[src/hw/rtl/schpd_pkg.sv]
// schpd_pkg: shared types, constants and the crc-8 update function of the deframer
`timescale 1ns / 1ps

package schpd_pkg;

    localparam logic [7:0] SYNC_RESET  = 8'h55;
    localparam logic [7:0] CRC_POLY    = 8'h07;
    localparam logic [2:0] HEADER_LAST = 3'd4;

    typedef enum logic [1:0] {
        PH_HUNT    = 2'd0,
        PH_HEADER  = 2'd1,
        PH_PAYLOAD = 2'd2,
        PH_CRC     = 2'd3
    } phase_t;

    typedef enum logic [2:0] {
        KIND_PAYLOAD  = 3'd0,
        KIND_GOOD     = 3'd1,
        KIND_HDR_ERR  = 3'd2,
        KIND_DATA_ERR = 3'd3,
        KIND_EMPTY    = 3'd4
    } kind_t;

    typedef struct packed {
        kind_t       kind;
        logic [7:0]  payload_byte;
        logic        in_optional;
        logic [16:0] byte_index;
        logic [7:0]  packet_type;
        logic [15:0] data_length;
        logic [7:0]  optional_length;
    } result_t;

    // msb first, no reflection, no final xor
    function automatic logic [7:0] crc8_update(input logic [7:0] crc, input logic [7:0] data);
        logic [7:0] c;
        c = crc ^ data;
        for (int b = 0; b < 8; b++)
        begin
            if (c[7])
            begin
                c = {c[6:0], 1'b0} ^ CRC_POLY;
            end
            else
            begin
                c = {c[6:0], 1'b0};
            end
        end
        return c;
    endfunction

endpackage

[src/hw/rtl/schpd_parser.sv]
// schpd_parser: framing state machine, header capture and crc checks, one byte per cycle while byte_fire is high
`timescale 1ns / 1ps

module schpd_parser (
    input  logic                clk,
    input  logic                rst_n,
    input  logic                cfg_we,
    input  logic [7:0]          cfg_wdata,
    input  logic                byte_fire,
    input  logic [7:0]          rx_byte,
    output logic                res_valid,
    output schpd_pkg::result_t  res
);
    import schpd_pkg::*;

    phase_t      phase_reg, phase_next;
    logic [2:0]  header_count_reg, header_count_next;
    logic [7:0]  crc_reg, crc_next;
    logic [15:0] data_length_reg, data_length_next;
    logic [7:0]  optional_length_reg, optional_length_next;
    logic [7:0]  packet_type_reg, packet_type_next;
    logic [16:0] payload_count_reg, payload_count_next;
    logic [7:0]  sync_value_reg;

    logic [7:0]  crc_step;
    logic [16:0] total_len;
    logic [16:0] count_inc;
    logic        header_empty;

    assign crc_step     = crc8_update(crc_reg, rx_byte);
    assign total_len    = {1'b0, data_length_reg} + {9'd0, optional_length_reg};
    assign count_inc    = payload_count_reg + 17'd1;
    assign header_empty = (total_len == 17'd0);

    // next state and datapath
    always_comb
    begin
        phase_next           = phase_reg;
        header_count_next    = header_count_reg;
        crc_next             = crc_reg;
        data_length_next     = data_length_reg;
        optional_length_next = optional_length_reg;
        packet_type_next     = packet_type_reg;
        payload_count_next   = payload_count_reg;
        case (phase_reg)
            PH_HEADER:
            begin
                if (header_count_reg < HEADER_LAST)
                begin
                    case (header_count_reg)
                        3'd0:    data_length_next = {rx_byte, 8'h00};
                        3'd1:    data_length_next = {data_length_reg[15:8], rx_byte};
                        3'd2:    optional_length_next = rx_byte;
                        default: packet_type_next = rx_byte;
                    endcase
                    crc_next          = crc_step;
                    header_count_next = header_count_reg + 3'd1;
                end
                else
                begin
                    header_count_next = 3'd0;
                    if ((rx_byte == crc_reg) && !header_empty)
                    begin
                        phase_next         = PH_PAYLOAD;
                        crc_next           = 8'h00;
                        payload_count_next = 17'd0;
                    end
                    else
                    begin
                        phase_next = PH_HUNT;
                    end
                end
            end
            PH_PAYLOAD:
            begin
                crc_next           = crc_step;
                payload_count_next = count_inc;
                if (count_inc >= total_len)
                begin
                    phase_next = PH_CRC;
                end
            end
            PH_CRC:
            begin
                phase_next = PH_HUNT;
            end
            default:
            begin
                if (rx_byte == sync_value_reg)
                begin
                    phase_next        = PH_HEADER;
                    header_count_next = 3'd0;
                    crc_next          = 8'h00;
                end
            end
        endcase
    end

    // result for the current byte
    always_comb
    begin
        res_valid           = 1'b0;
        res.kind            = KIND_PAYLOAD;
        res.payload_byte    = 8'h00;
        res.in_optional     = 1'b0;
        res.byte_index      = 17'd0;
        res.packet_type     = packet_type_next;
        res.data_length     = data_length_next;
        res.optional_length = optional_length_next;
        case (phase_reg)
            PH_HEADER:
            begin
                if (header_count_reg == HEADER_LAST)
                begin
                    if (rx_byte != crc_reg)
                    begin
                        res_valid = byte_fire;
                        res.kind  = KIND_HDR_ERR;
                    end
                    else if (header_empty)
                    begin
                        res_valid = byte_fire;
                        res.kind  = KIND_EMPTY;
                    end
                end
            end
            PH_PAYLOAD:
            begin
                res_valid        = byte_fire;
                res.kind         = KIND_PAYLOAD;
                res.payload_byte = rx_byte;
                res.in_optional  = (payload_count_reg >= {1'b0, data_length_reg});
                res.byte_index   = payload_count_reg;
            end
            PH_CRC:
            begin
                res_valid = byte_fire;
                res.kind  = (rx_byte == crc_reg) ? KIND_GOOD : KIND_DATA_ERR;
            end
            default:
            begin
                res_valid = 1'b0;
            end
        endcase
    end

    always_ff @(posedge clk or negedge rst_n)
    begin
        if (!rst_n)
        begin
            phase_reg           <= PH_HUNT;
            header_count_reg    <= 3'd0;
            crc_reg             <= 8'h00;
            data_length_reg     <= 16'd0;
            optional_length_reg <= 8'd0;
            packet_type_reg     <= 8'd0;
            payload_count_reg   <= 17'd0;
        end
        else if (byte_fire)
        begin
            phase_reg           <= phase_next;
            header_count_reg    <= header_count_next;
            crc_reg             <= crc_next;
            data_length_reg     <= data_length_next;
            optional_length_reg <= optional_length_next;
            packet_type_reg     <= packet_type_next;
            payload_count_reg   <= payload_count_next;
        end
    end

    always_ff @(posedge clk or negedge rst_n)
    begin
        if (!rst_n)
        begin
            sync_value_reg <= SYNC_RESET;
        end
        else if (cfg_we)
        begin
            sync_value_reg <= cfg_wdata;
        end
    end

endmodule

[src/hw/rtl/schpd_out_buf.sv]
// schpd_out_buf: result register with a skid stage; the input waits only while the skid stage is full
`timescale 1ns / 1ps

module schpd_out_buf (
    input  logic                clk,
    input  logic                rst_n,
    input  logic                res_valid,
    input  schpd_pkg::result_t  res,
    output logic                res_ready,
    output logic                out_valid,
    input  logic                out_ready,
    output schpd_pkg::result_t  out_res
);
    import schpd_pkg::*;

    result_t out_reg;
    result_t skid_reg;
    logic    out_valid_reg;
    logic    skid_valid_reg;

    assign res_ready = !skid_valid_reg;
    assign out_valid = out_valid_reg;
    assign out_res   = out_reg;

    always_ff @(posedge clk or negedge rst_n)
    begin
        if (!rst_n)
        begin
            out_valid_reg  <= 1'b0;
            skid_valid_reg <= 1'b0;
        end
        else if (out_ready || !out_valid_reg)
        begin
            if (skid_valid_reg)
            begin
                out_valid_reg  <= 1'b1;
                skid_valid_reg <= 1'b0;
            end
            else
            begin
                out_valid_reg <= res_valid;
            end
        end
        else if (res_valid)
        begin
            skid_valid_reg <= 1'b1;
        end
    end

    always_ff @(posedge clk)
    begin
        if (out_ready || !out_valid_reg)
        begin
            out_reg <= skid_valid_reg ? skid_reg : res;
        end
        else if (res_valid && !skid_valid_reg)
        begin
            skid_reg <= res;
        end
    end

endmodule

[src/hw/rtl/sync_header_crc8_packet_deframer_core.sv]
// sync_header_crc8_packet_deframer_core: top level of the serial packet deframer
`timescale 1ns / 1ps

// takes one received byte per item on the slave side and hunts for the sync byte
// (cfg register, 0x55 after reset). after sync it collects a 4-byte header
// (data length high byte first, optional length, packet type) and a crc-8 byte
// (poly 0x07, init 0, msb first). with a good header every data and optional byte
// goes out as a payload item with its index, then the trailing crc-8 byte gives a
// good or data-error item. a header crc mismatch gives a header-error item and a
// zero total length an empty-packet item; every end returns to the sync hunt.
// one byte is taken every cycle while the skid stage is free: the crc-8 step
// and framing decode sit between the state registers and the result register,
// and a skid stage behind the result register keeps the input open for one
// more item while a result waits.

module sync_header_crc8_packet_deframer_core (
    input  logic        clk,
    input  logic        rst_n,
    // sync byte register
    input  logic        cfg_we,
    input  logic [7:0]  cfg_wdata,
    // received bytes
    input  logic        s_tvalid,
    output logic        s_tready,
    input  logic [7:0]  s_tdata,   // [7:0] rx_byte
    // result items
    output logic        m_tvalid,
    input  logic        m_tready,
    output logic [63:0] m_tdata,   // [7:0] payload_byte, [24:8] byte_index,
                                   // [32:25] packet_type, [48:33] data_length,
                                   // [56:49] optional_length, rest zero
    output logic [3:0]  m_tuser    // [2:0] kind, [3] in_optional
);
    import schpd_pkg::*;

    logic    byte_fire;
    logic    res_valid;
    logic    res_ready;
    result_t res;
    result_t out_res;

    // a byte is taken whenever the skid stage is free
    assign s_tready  = res_ready;
    assign byte_fire = s_tvalid && s_tready;

    schpd_parser u_parser (
        .clk       (clk),
        .rst_n     (rst_n),
        .cfg_we    (cfg_we),
        .cfg_wdata (cfg_wdata),
        .byte_fire (byte_fire),
        .rx_byte   (s_tdata),
        .res_valid (res_valid),
        .res       (res)
    );

    schpd_out_buf u_out_buf (
        .clk       (clk),
        .rst_n     (rst_n),
        .res_valid (res_valid),
        .res       (res),
        .res_ready (res_ready),
        .out_valid (m_tvalid),
        .out_ready (m_tready),
        .out_res   (out_res)
    );

    // pack result fields onto the stream
    assign m_tdata = {7'd0, out_res.optional_length, out_res.data_length,
                      out_res.packet_type, out_res.byte_index, out_res.payload_byte};
    assign m_tuser = {out_res.in_optional, out_res.kind};

endmodule

[config.mk]
export PLATFORM = sky130hd
export DESIGN_NAME = sync_header_crc8_packet_deframer_core
export DESIGN_NICKNAME = d
export VERILOG_FILES = /design/src/hw/rtl/schpd_pkg.sv /design/src/hw/rtl/schpd_parser.sv /design/src/hw/rtl/schpd_out_buf.sv /design/src/hw/rtl/sync_header_crc8_packet_deframer_core.sv
export SDC_FILE = /design/constraint.sdc
export NUM_CORES = 1
export LEC_CHECK = 0
export BUFFER_PORTS_ARGS = -buffer_cell sky130_fd_sc_hd__buf_2
export CORE_MARGIN = 2
export CORE_UTILIZATION = 40
export DETAILED_ROUTE_END_ITERATION = 7
export SLEW_MARGIN = 30
export SYNTH_ARGS = -nofsm -noshare
export SYNTH_HDL_FRONTEND = slang
export SYNTH_SLANG_ARGS = --single-unit
[constraint.sdc]
create_clock -name clk -period 9.04 [get_ports clk]
set_input_delay 0 -clock clk [delete_from_list [all_inputs] [get_ports clk]]
set_output_delay 0 -clock clk [all_outputs]
set_load 0.01 [all_outputs]
== Word level (Yosys, flattened, before mapping) ==
Index checks and enable logic that the tools add are counted.

* Register bits: 194
* Input port bits: 21
* Output and inout port bits: 70
* Word-level logic and storage cells: 122

* Add/subtract/negate cells: 3
* Order comparisons: 3
* Equality and inequality tests: 13
* Muxes and demuxes: 46
* Bitwise operators: 12
* Reduce and logical (&&, ||, !) cells: 21

{| class="wikitable"
|+ Operators with widths
! kind !! number
|-
| $mux 8 || 9
|-
| $mux 61 || 1
|-
| $mux 3 || 13
|-
| $mux 17 || 2
|-
| $pmux 17 s2 || 1
|-
| $mux 16 || 2
|-
| $pmux 16 s2 || 1
|-
| $mux 26 || 1
|-
| $not 3->3 || 8
|-
| $pmux 8 s3 || 1
|-
| $add 16x8->17 || 1
|-
| $add 17x1->17 const B || 1
|-
| $ge 17x16->1 || 1
|-
| $ge 17x17->1 || 1
|-
| $logic_not 17->1 || 1
|-
| $eq 8x8->1 || 2
|-
| $pmux 3 s2 || 2
|-
| $reduce_and 4->1 || 3
|-
| $mux 2 || 5
|-
| $ne 8x8->1 || 1
|-
| $xor 8x8->8 || 1
|-
| $mux 1 || 6
|-
| $pmux 2 s3 || 1
|-
| $reduce_bool 2->1 || 3
|-
| other kinds (22) || 30
|}

== Depth between registers and ports, before layout ==
* Word-level depth: 19
* Gate-level depth with buffers: 16

== Hierarchy ==
A second synthesis with hierarchy kept.

* Cells, all modules: 794
* Area, all modules: 10422.5 µm²

{| class="wikitable"
|+ Modules (own cells, without submodules)
! module !! times used !! cells each !! area an instance (µm²) !! sequential area each (µm²)
|-
| schpd_parser || 1 || 587 || 5590.4 || 1756.7
|-
| schpd_out_buf || 1 || 198 || 4769.6 || 3713.6
|-
| sync_header_crc8_packet_deframer_core || 1 || 9 || 62.6 || 0.0
|}

== Least setup slack after synthesis ==
Ideal clock, no wire load.

* Path type: flip-flop to flip-flop
* From: register u_parser.data_length_reg[0]
* To: register u_out_buf.skid_reg[0] (netlist bit), enable pin
* Setup time: 0.652 ns
* Arrival: 8.891 ns
* Data required time: 8.388 ns
* Slack: -0.503 ns
* Stages on the path, launching flop included: 11
* Path buffers: 0
* Cell sequence: dfrtp_1 ha_1 inv_1 fa_1 xnor2_1 or4b_4 a2111o_1 o41ai_2 nand2_2 o21ai_0 nor4b_1

* Longest elaborated chain between the ends: 8

{| class="wikitable"
|+ RTL lines
! element !! line !! RTL
|-
| from (decl) || schpd_parser.sv:19 || <nowiki>logic [15:0] data_length_reg, data_length_next;</nowiki>
|-
| from (signal assigned) || schpd_parser.sv:164 || <nowiki>data_length_reg <= data_length_next;</nowiki>
|-
| $add 16x8->17 || schpd_parser.sv:31 || <nowiki>assign total_len = {1'b0, data_length_reg} + {9'd0, optional_length_reg};</nowiki>
|-
| $logic_not 17->1 || schpd_parser.sv:33 || <nowiki>assign header_empty = (total_len == 17'd0);</nowiki>
|-
| $mux 1 || schpd_parser.sv:120 || <nowiki>else if (header_empty)</nowiki>
|-
| $mux 1 || schpd_parser.sv:115 || <nowiki>if (rx_byte != crc_reg)</nowiki>
|-
| $mux 1 || schpd_parser.sv:113 || <nowiki>if (header_count_reg == HEADER_LAST)</nowiki>
|-
| $pmux 1 s2 || schpd_parser.sv:110 || <nowiki>case (phase_reg)</nowiki>
|-
| $logic_and 1x1->1 || schpd_out_buf.sv:56 || <nowiki>else if (res_valid && !skid_valid_reg)</nowiki>
|-
| $reduce_and 2->1 (no source line) || - ||
|-
| to (signal assigned) || schpd_out_buf.sv:58 || <nowiki>skid_reg <= res;</nowiki>
|-
| to (decl) || schpd_out_buf.sv:17 || <nowiki>result_t skid_reg;</nowiki>
|}

No other way between the ends.
A chain may end at the register's enable or synchronous reset.

==> results.py <==
metrics = {
    "clock_tree": {
        "clock_latency_ps": 440,
        "hold_buffers": 17,
        "cts_htree_levels": 4,
        "numCtsBuffers": 17,
        "path_clk_slew_ps": 80,
        "clockBufferDepth": 2,
        "clockRootBuffer": "clkbuf_16",
        "cts_resized": 0,
        "cts_tree": "yes",
        "cts.sinks": 194,
        "postCtsSetupRepairBufs": 0,
    },
    "global_routing": {
        "antenna_found_initial": 1,
        "grt_max_degree": 73,
        "overflow": 0,
        "grt_first_pass_wirelength_um": 36440,
        "grt_pass1_vias": 6488,
        "use_met1": 0.2479,
        "use_met3": 0.02641,
        "grt_usage": 0.1784,
        "top_usage_layer": "met2",
        "grtUsageMet2": 0.2940,
    },
    "synthesis": {
        "synth-async-reset-ratio": 0.3711,
        "ys_seq_area_frac": 0.5392,
        "synthDominantCellAreaShare": 0.3611,
        "synth_area_leaders": "edfxtp_1, dfrtp_1, mux2_2",
        "synth_top_area_cell": "edfxtp_1",
        "ys_ff_latch": 194,
        "synth_edf_count": 122,
        "yosys.area_share.simple": 0.1136,
        "syn_inst": 854,
        "synth-xor-area-share": 0.04575,
        "synth.area.mux_share": 0.1042,
        "syn_area_mm2": 0.01015,
        "synth.distinct_cells": 65,
        "synth_top_family_by_area": "simple AND/OR/NAND/NOR gates",
        "yosysWarnings": 0,
        "syn_area_per_cell_um2": 11.88,
        "synth_compound_area_frac": 0.09163,
        "synth_ff_type": "edfxtp_1",
        "synth_fa_ha_area_frac": 0.06733,
    },
    "routing": {
        "wire_per_inst_um": 17.83,
        "drc": 0,
        "drtIter0Drc": 451,
        "wl_um": 22900,
        "drtPass1Iterations": 4,
        "viasPerCell": 5.179,
        "drt.antenna.violating_nets": 0,
        "num_vias": 6650,
    },
    "floorplan": {
        "dieArea_mm2": 0.02666,
        "row_count": 58,
        "ios": 91,
        "start_util": 0.4052,
        "die_w_um": 163.3,
        "die_h_um": 163.3,
        "core_mm2": 0.02504,
    },
    "final_layout": {
        "layout_commonest_cell": "edfxtp_1",
        "fill_cells": 2322,
        "drive_above_1_share": 0.2442,
        "syn_to_final_growth_pct": 14.82,
        "regArea_mm2": 0.005470,
        "layout_common_cells": "edfxtp_1, nand2_1, mux2_2, buf_2, dfrtp_1",
        "diodes": 0,
        "multi_input_area_mm2": 0.004345,
        "nNetsFinal": 1016,
    },
    "setup_path": {
        "cp_max_fo": 9,
        "max_stage_delay_ps": 570,
        "cp-start-kind": "flop",
        "r2r-start": "u_parser.optional_length_reg[7]",
        "worst_setup_path_end_kind": "flop",
        "crit_chain": "ha_1 > nand4_1 > a211oi_1 > nor2_1 > nor3_1 > nand3_1 > xnor2_1 > ha_1 > nand4_1 > o41ai_1 > o2111ai_1 > nor2_1 > o31ai_1 > o21ai_0 > o31ai_1",
        "arrival_ps": 4470,
        "worstRegToRegCells": 15,
        "worst-setup-path-type": "flop to flop",
        "critPathLaunch": "u_parser.optional_length_reg[7]",
        "rrSetupSlack_ps": 4880,
        "cp_slowest_cell": "a211oi_1",
        "cp_data_required_time_ps": 9340,
    },
    "placed_design": {
        "dpl_worst_slack_ps": 4954,
        "port_buffers": 83,
        "hpwl_um": 15420,
        "gp_congestion": 0.9233,
    },
    "timing": {
        "max_freq_ghz": 0.2401,
        "grt_setup_unrepaired": "false",
        "max_slew.worst_pin.slew_ps": 846.4,
        "finalMaxSlewViolations": 0,
        "fin_skew_ps": 12.36,
        "relSlewSlack": 0.4343,
        "hold_viol": 0,
        "setup_viol": 0,
        "min_period_over_period": 0.4607,
        "fin_ws_ps": 4875,
        "holdWs_ps": 94.81,
        "tns_ps": 0,
        "timing.final.crit_period_ps": 4165,
    },
    "min_path": {
        "min_path_type": "input pin to flop",
        "holdPathStages": 2,
    },
    "run_status": {
        "status": "finished clean",
    },
    "power_and_ir_drop": {
        "p_per_area_mw_per_mm2": 306.6,
        "p_leak_nw": 5.020,
        "ir_worst_vdd_uv": 130.5,
    },
    "job": {
        "cap_violations": 0,
    },
}
[worst min path at each step]
| stage | start | end | slack, ps |
|---|---|---|---|
| after CTS | s_tdata[5] | u_out_buf.skid_reg[55] | 70 |
| after global routing | s_tdata[5] | u_out_buf.skid_reg[55] | 90 |
| final | s_tdata[4] | u_out_buf.skid_reg[54] | 90 |
| after global placement | cfg_wdata[1] | u_parser.sync_value_reg[1] | 230 |
| after detailed placement | rst_n | u_parser.sync_value_reg[1] | 200 |
| after floorplan | rst_n | async pin | -300 |
[cells in the mapped netlist (3+ instances only)]
master,n
nand4_1,12
a21oi_1,15
inv_1,46
a21o_1,13
nand3_1,30
o211ai_1,7
ha_1,53
o21ai_0,43
nor2b_1,10
a211oi_1,4
nor3_1,11
a22o_1,18
clkbuf_1,34
o21a_1,7
a31oi_1,3
nor2_1,24
xnor2_1,46
dfstp_2,4
nand2b_1,7
edfxtp_1,122
and3_1,4
dfrtp_1,68
and2_1,29
xor2_1,7
buf_4,7
nor4_1,3
mux2_2,85
o31a_1,3
mux2_4,6
nand2_1,85
[per-layer routing]
layer / part of all wire / routed length, um
met2: 0.48 / 10940
met4: 0.013 / 294
met5: 0 / 0
met3: 0.033 / 764
met1: 0.48 / 10900
[metrics by stage]
step / utilization / power (mW) / std cells / area [um2]
2_1_floorplan: - / 2.392 / 860 / 10180
3_3_place_gp: 0.4343 / 2.802 / 1234 / 10870
3_5_place_dp: 0.4344 / 2.821 / 1234 / 10880
4_1_cts: 0.4645 / 3.592 / 1283 / 11630
5_1_grt: 0.4653 / 3.820 / 1284 / 11650
6_report: 0.4653 / 3.572 / 1284 / 11650
[kinds of logic (layout without fill, tap and decap cells)]
group / Yosys count / count (layout)
muxes: 92 / 92
xor gates and xnor gates: 53 / 53
and+or+nand+nor: 231 / 231
other: 1 / 7
buffers and inverters: 93 / 187
DFF: 194 / 194
adders and majority gates: 54 / 54
AOI/OAI and AO/OA: 136 / 136
[report_power, final]
part | internal [mW] | switching (mW) | leakage [nW] | total [mW]
combinational | 0.647 | 0.832 | 2.58 | 1.48
sequential | 1.19 | 0.150 | 2.16 | 1.34
clock | 0.376 | 0.376 | 0.285 | 0.752
total | 2.21 | 1.36 | 5.02 | 3.57
[worst max-delay path: cells and delay by family, from the launching register on]
kind | cells | cell delay (ps)
AOI/OAI and AO/OA | 6 | 1640
xor gates and xnor gates | 1 | 160
adders and majority gates | 2 | 750
DFF | 1 | 400
and+or+nand+nor | 6 | 1090
[layout make-up]
| type | count | area share |
|---|---|---|
| clock buffer | 19 | 0.03802 |
| clock inverter | 13 | 0.01203 |
| inverter | 47 | 0.01514 |
| multi-input combinational | 573 | 0.3730 |
| sequential | 194 | 0.4696 |
| tap | 330 | 0.03544 |
| timing repair buffer | 108 | 0.05681 |
No activity file was read; power rests on OpenSTA's default activity.
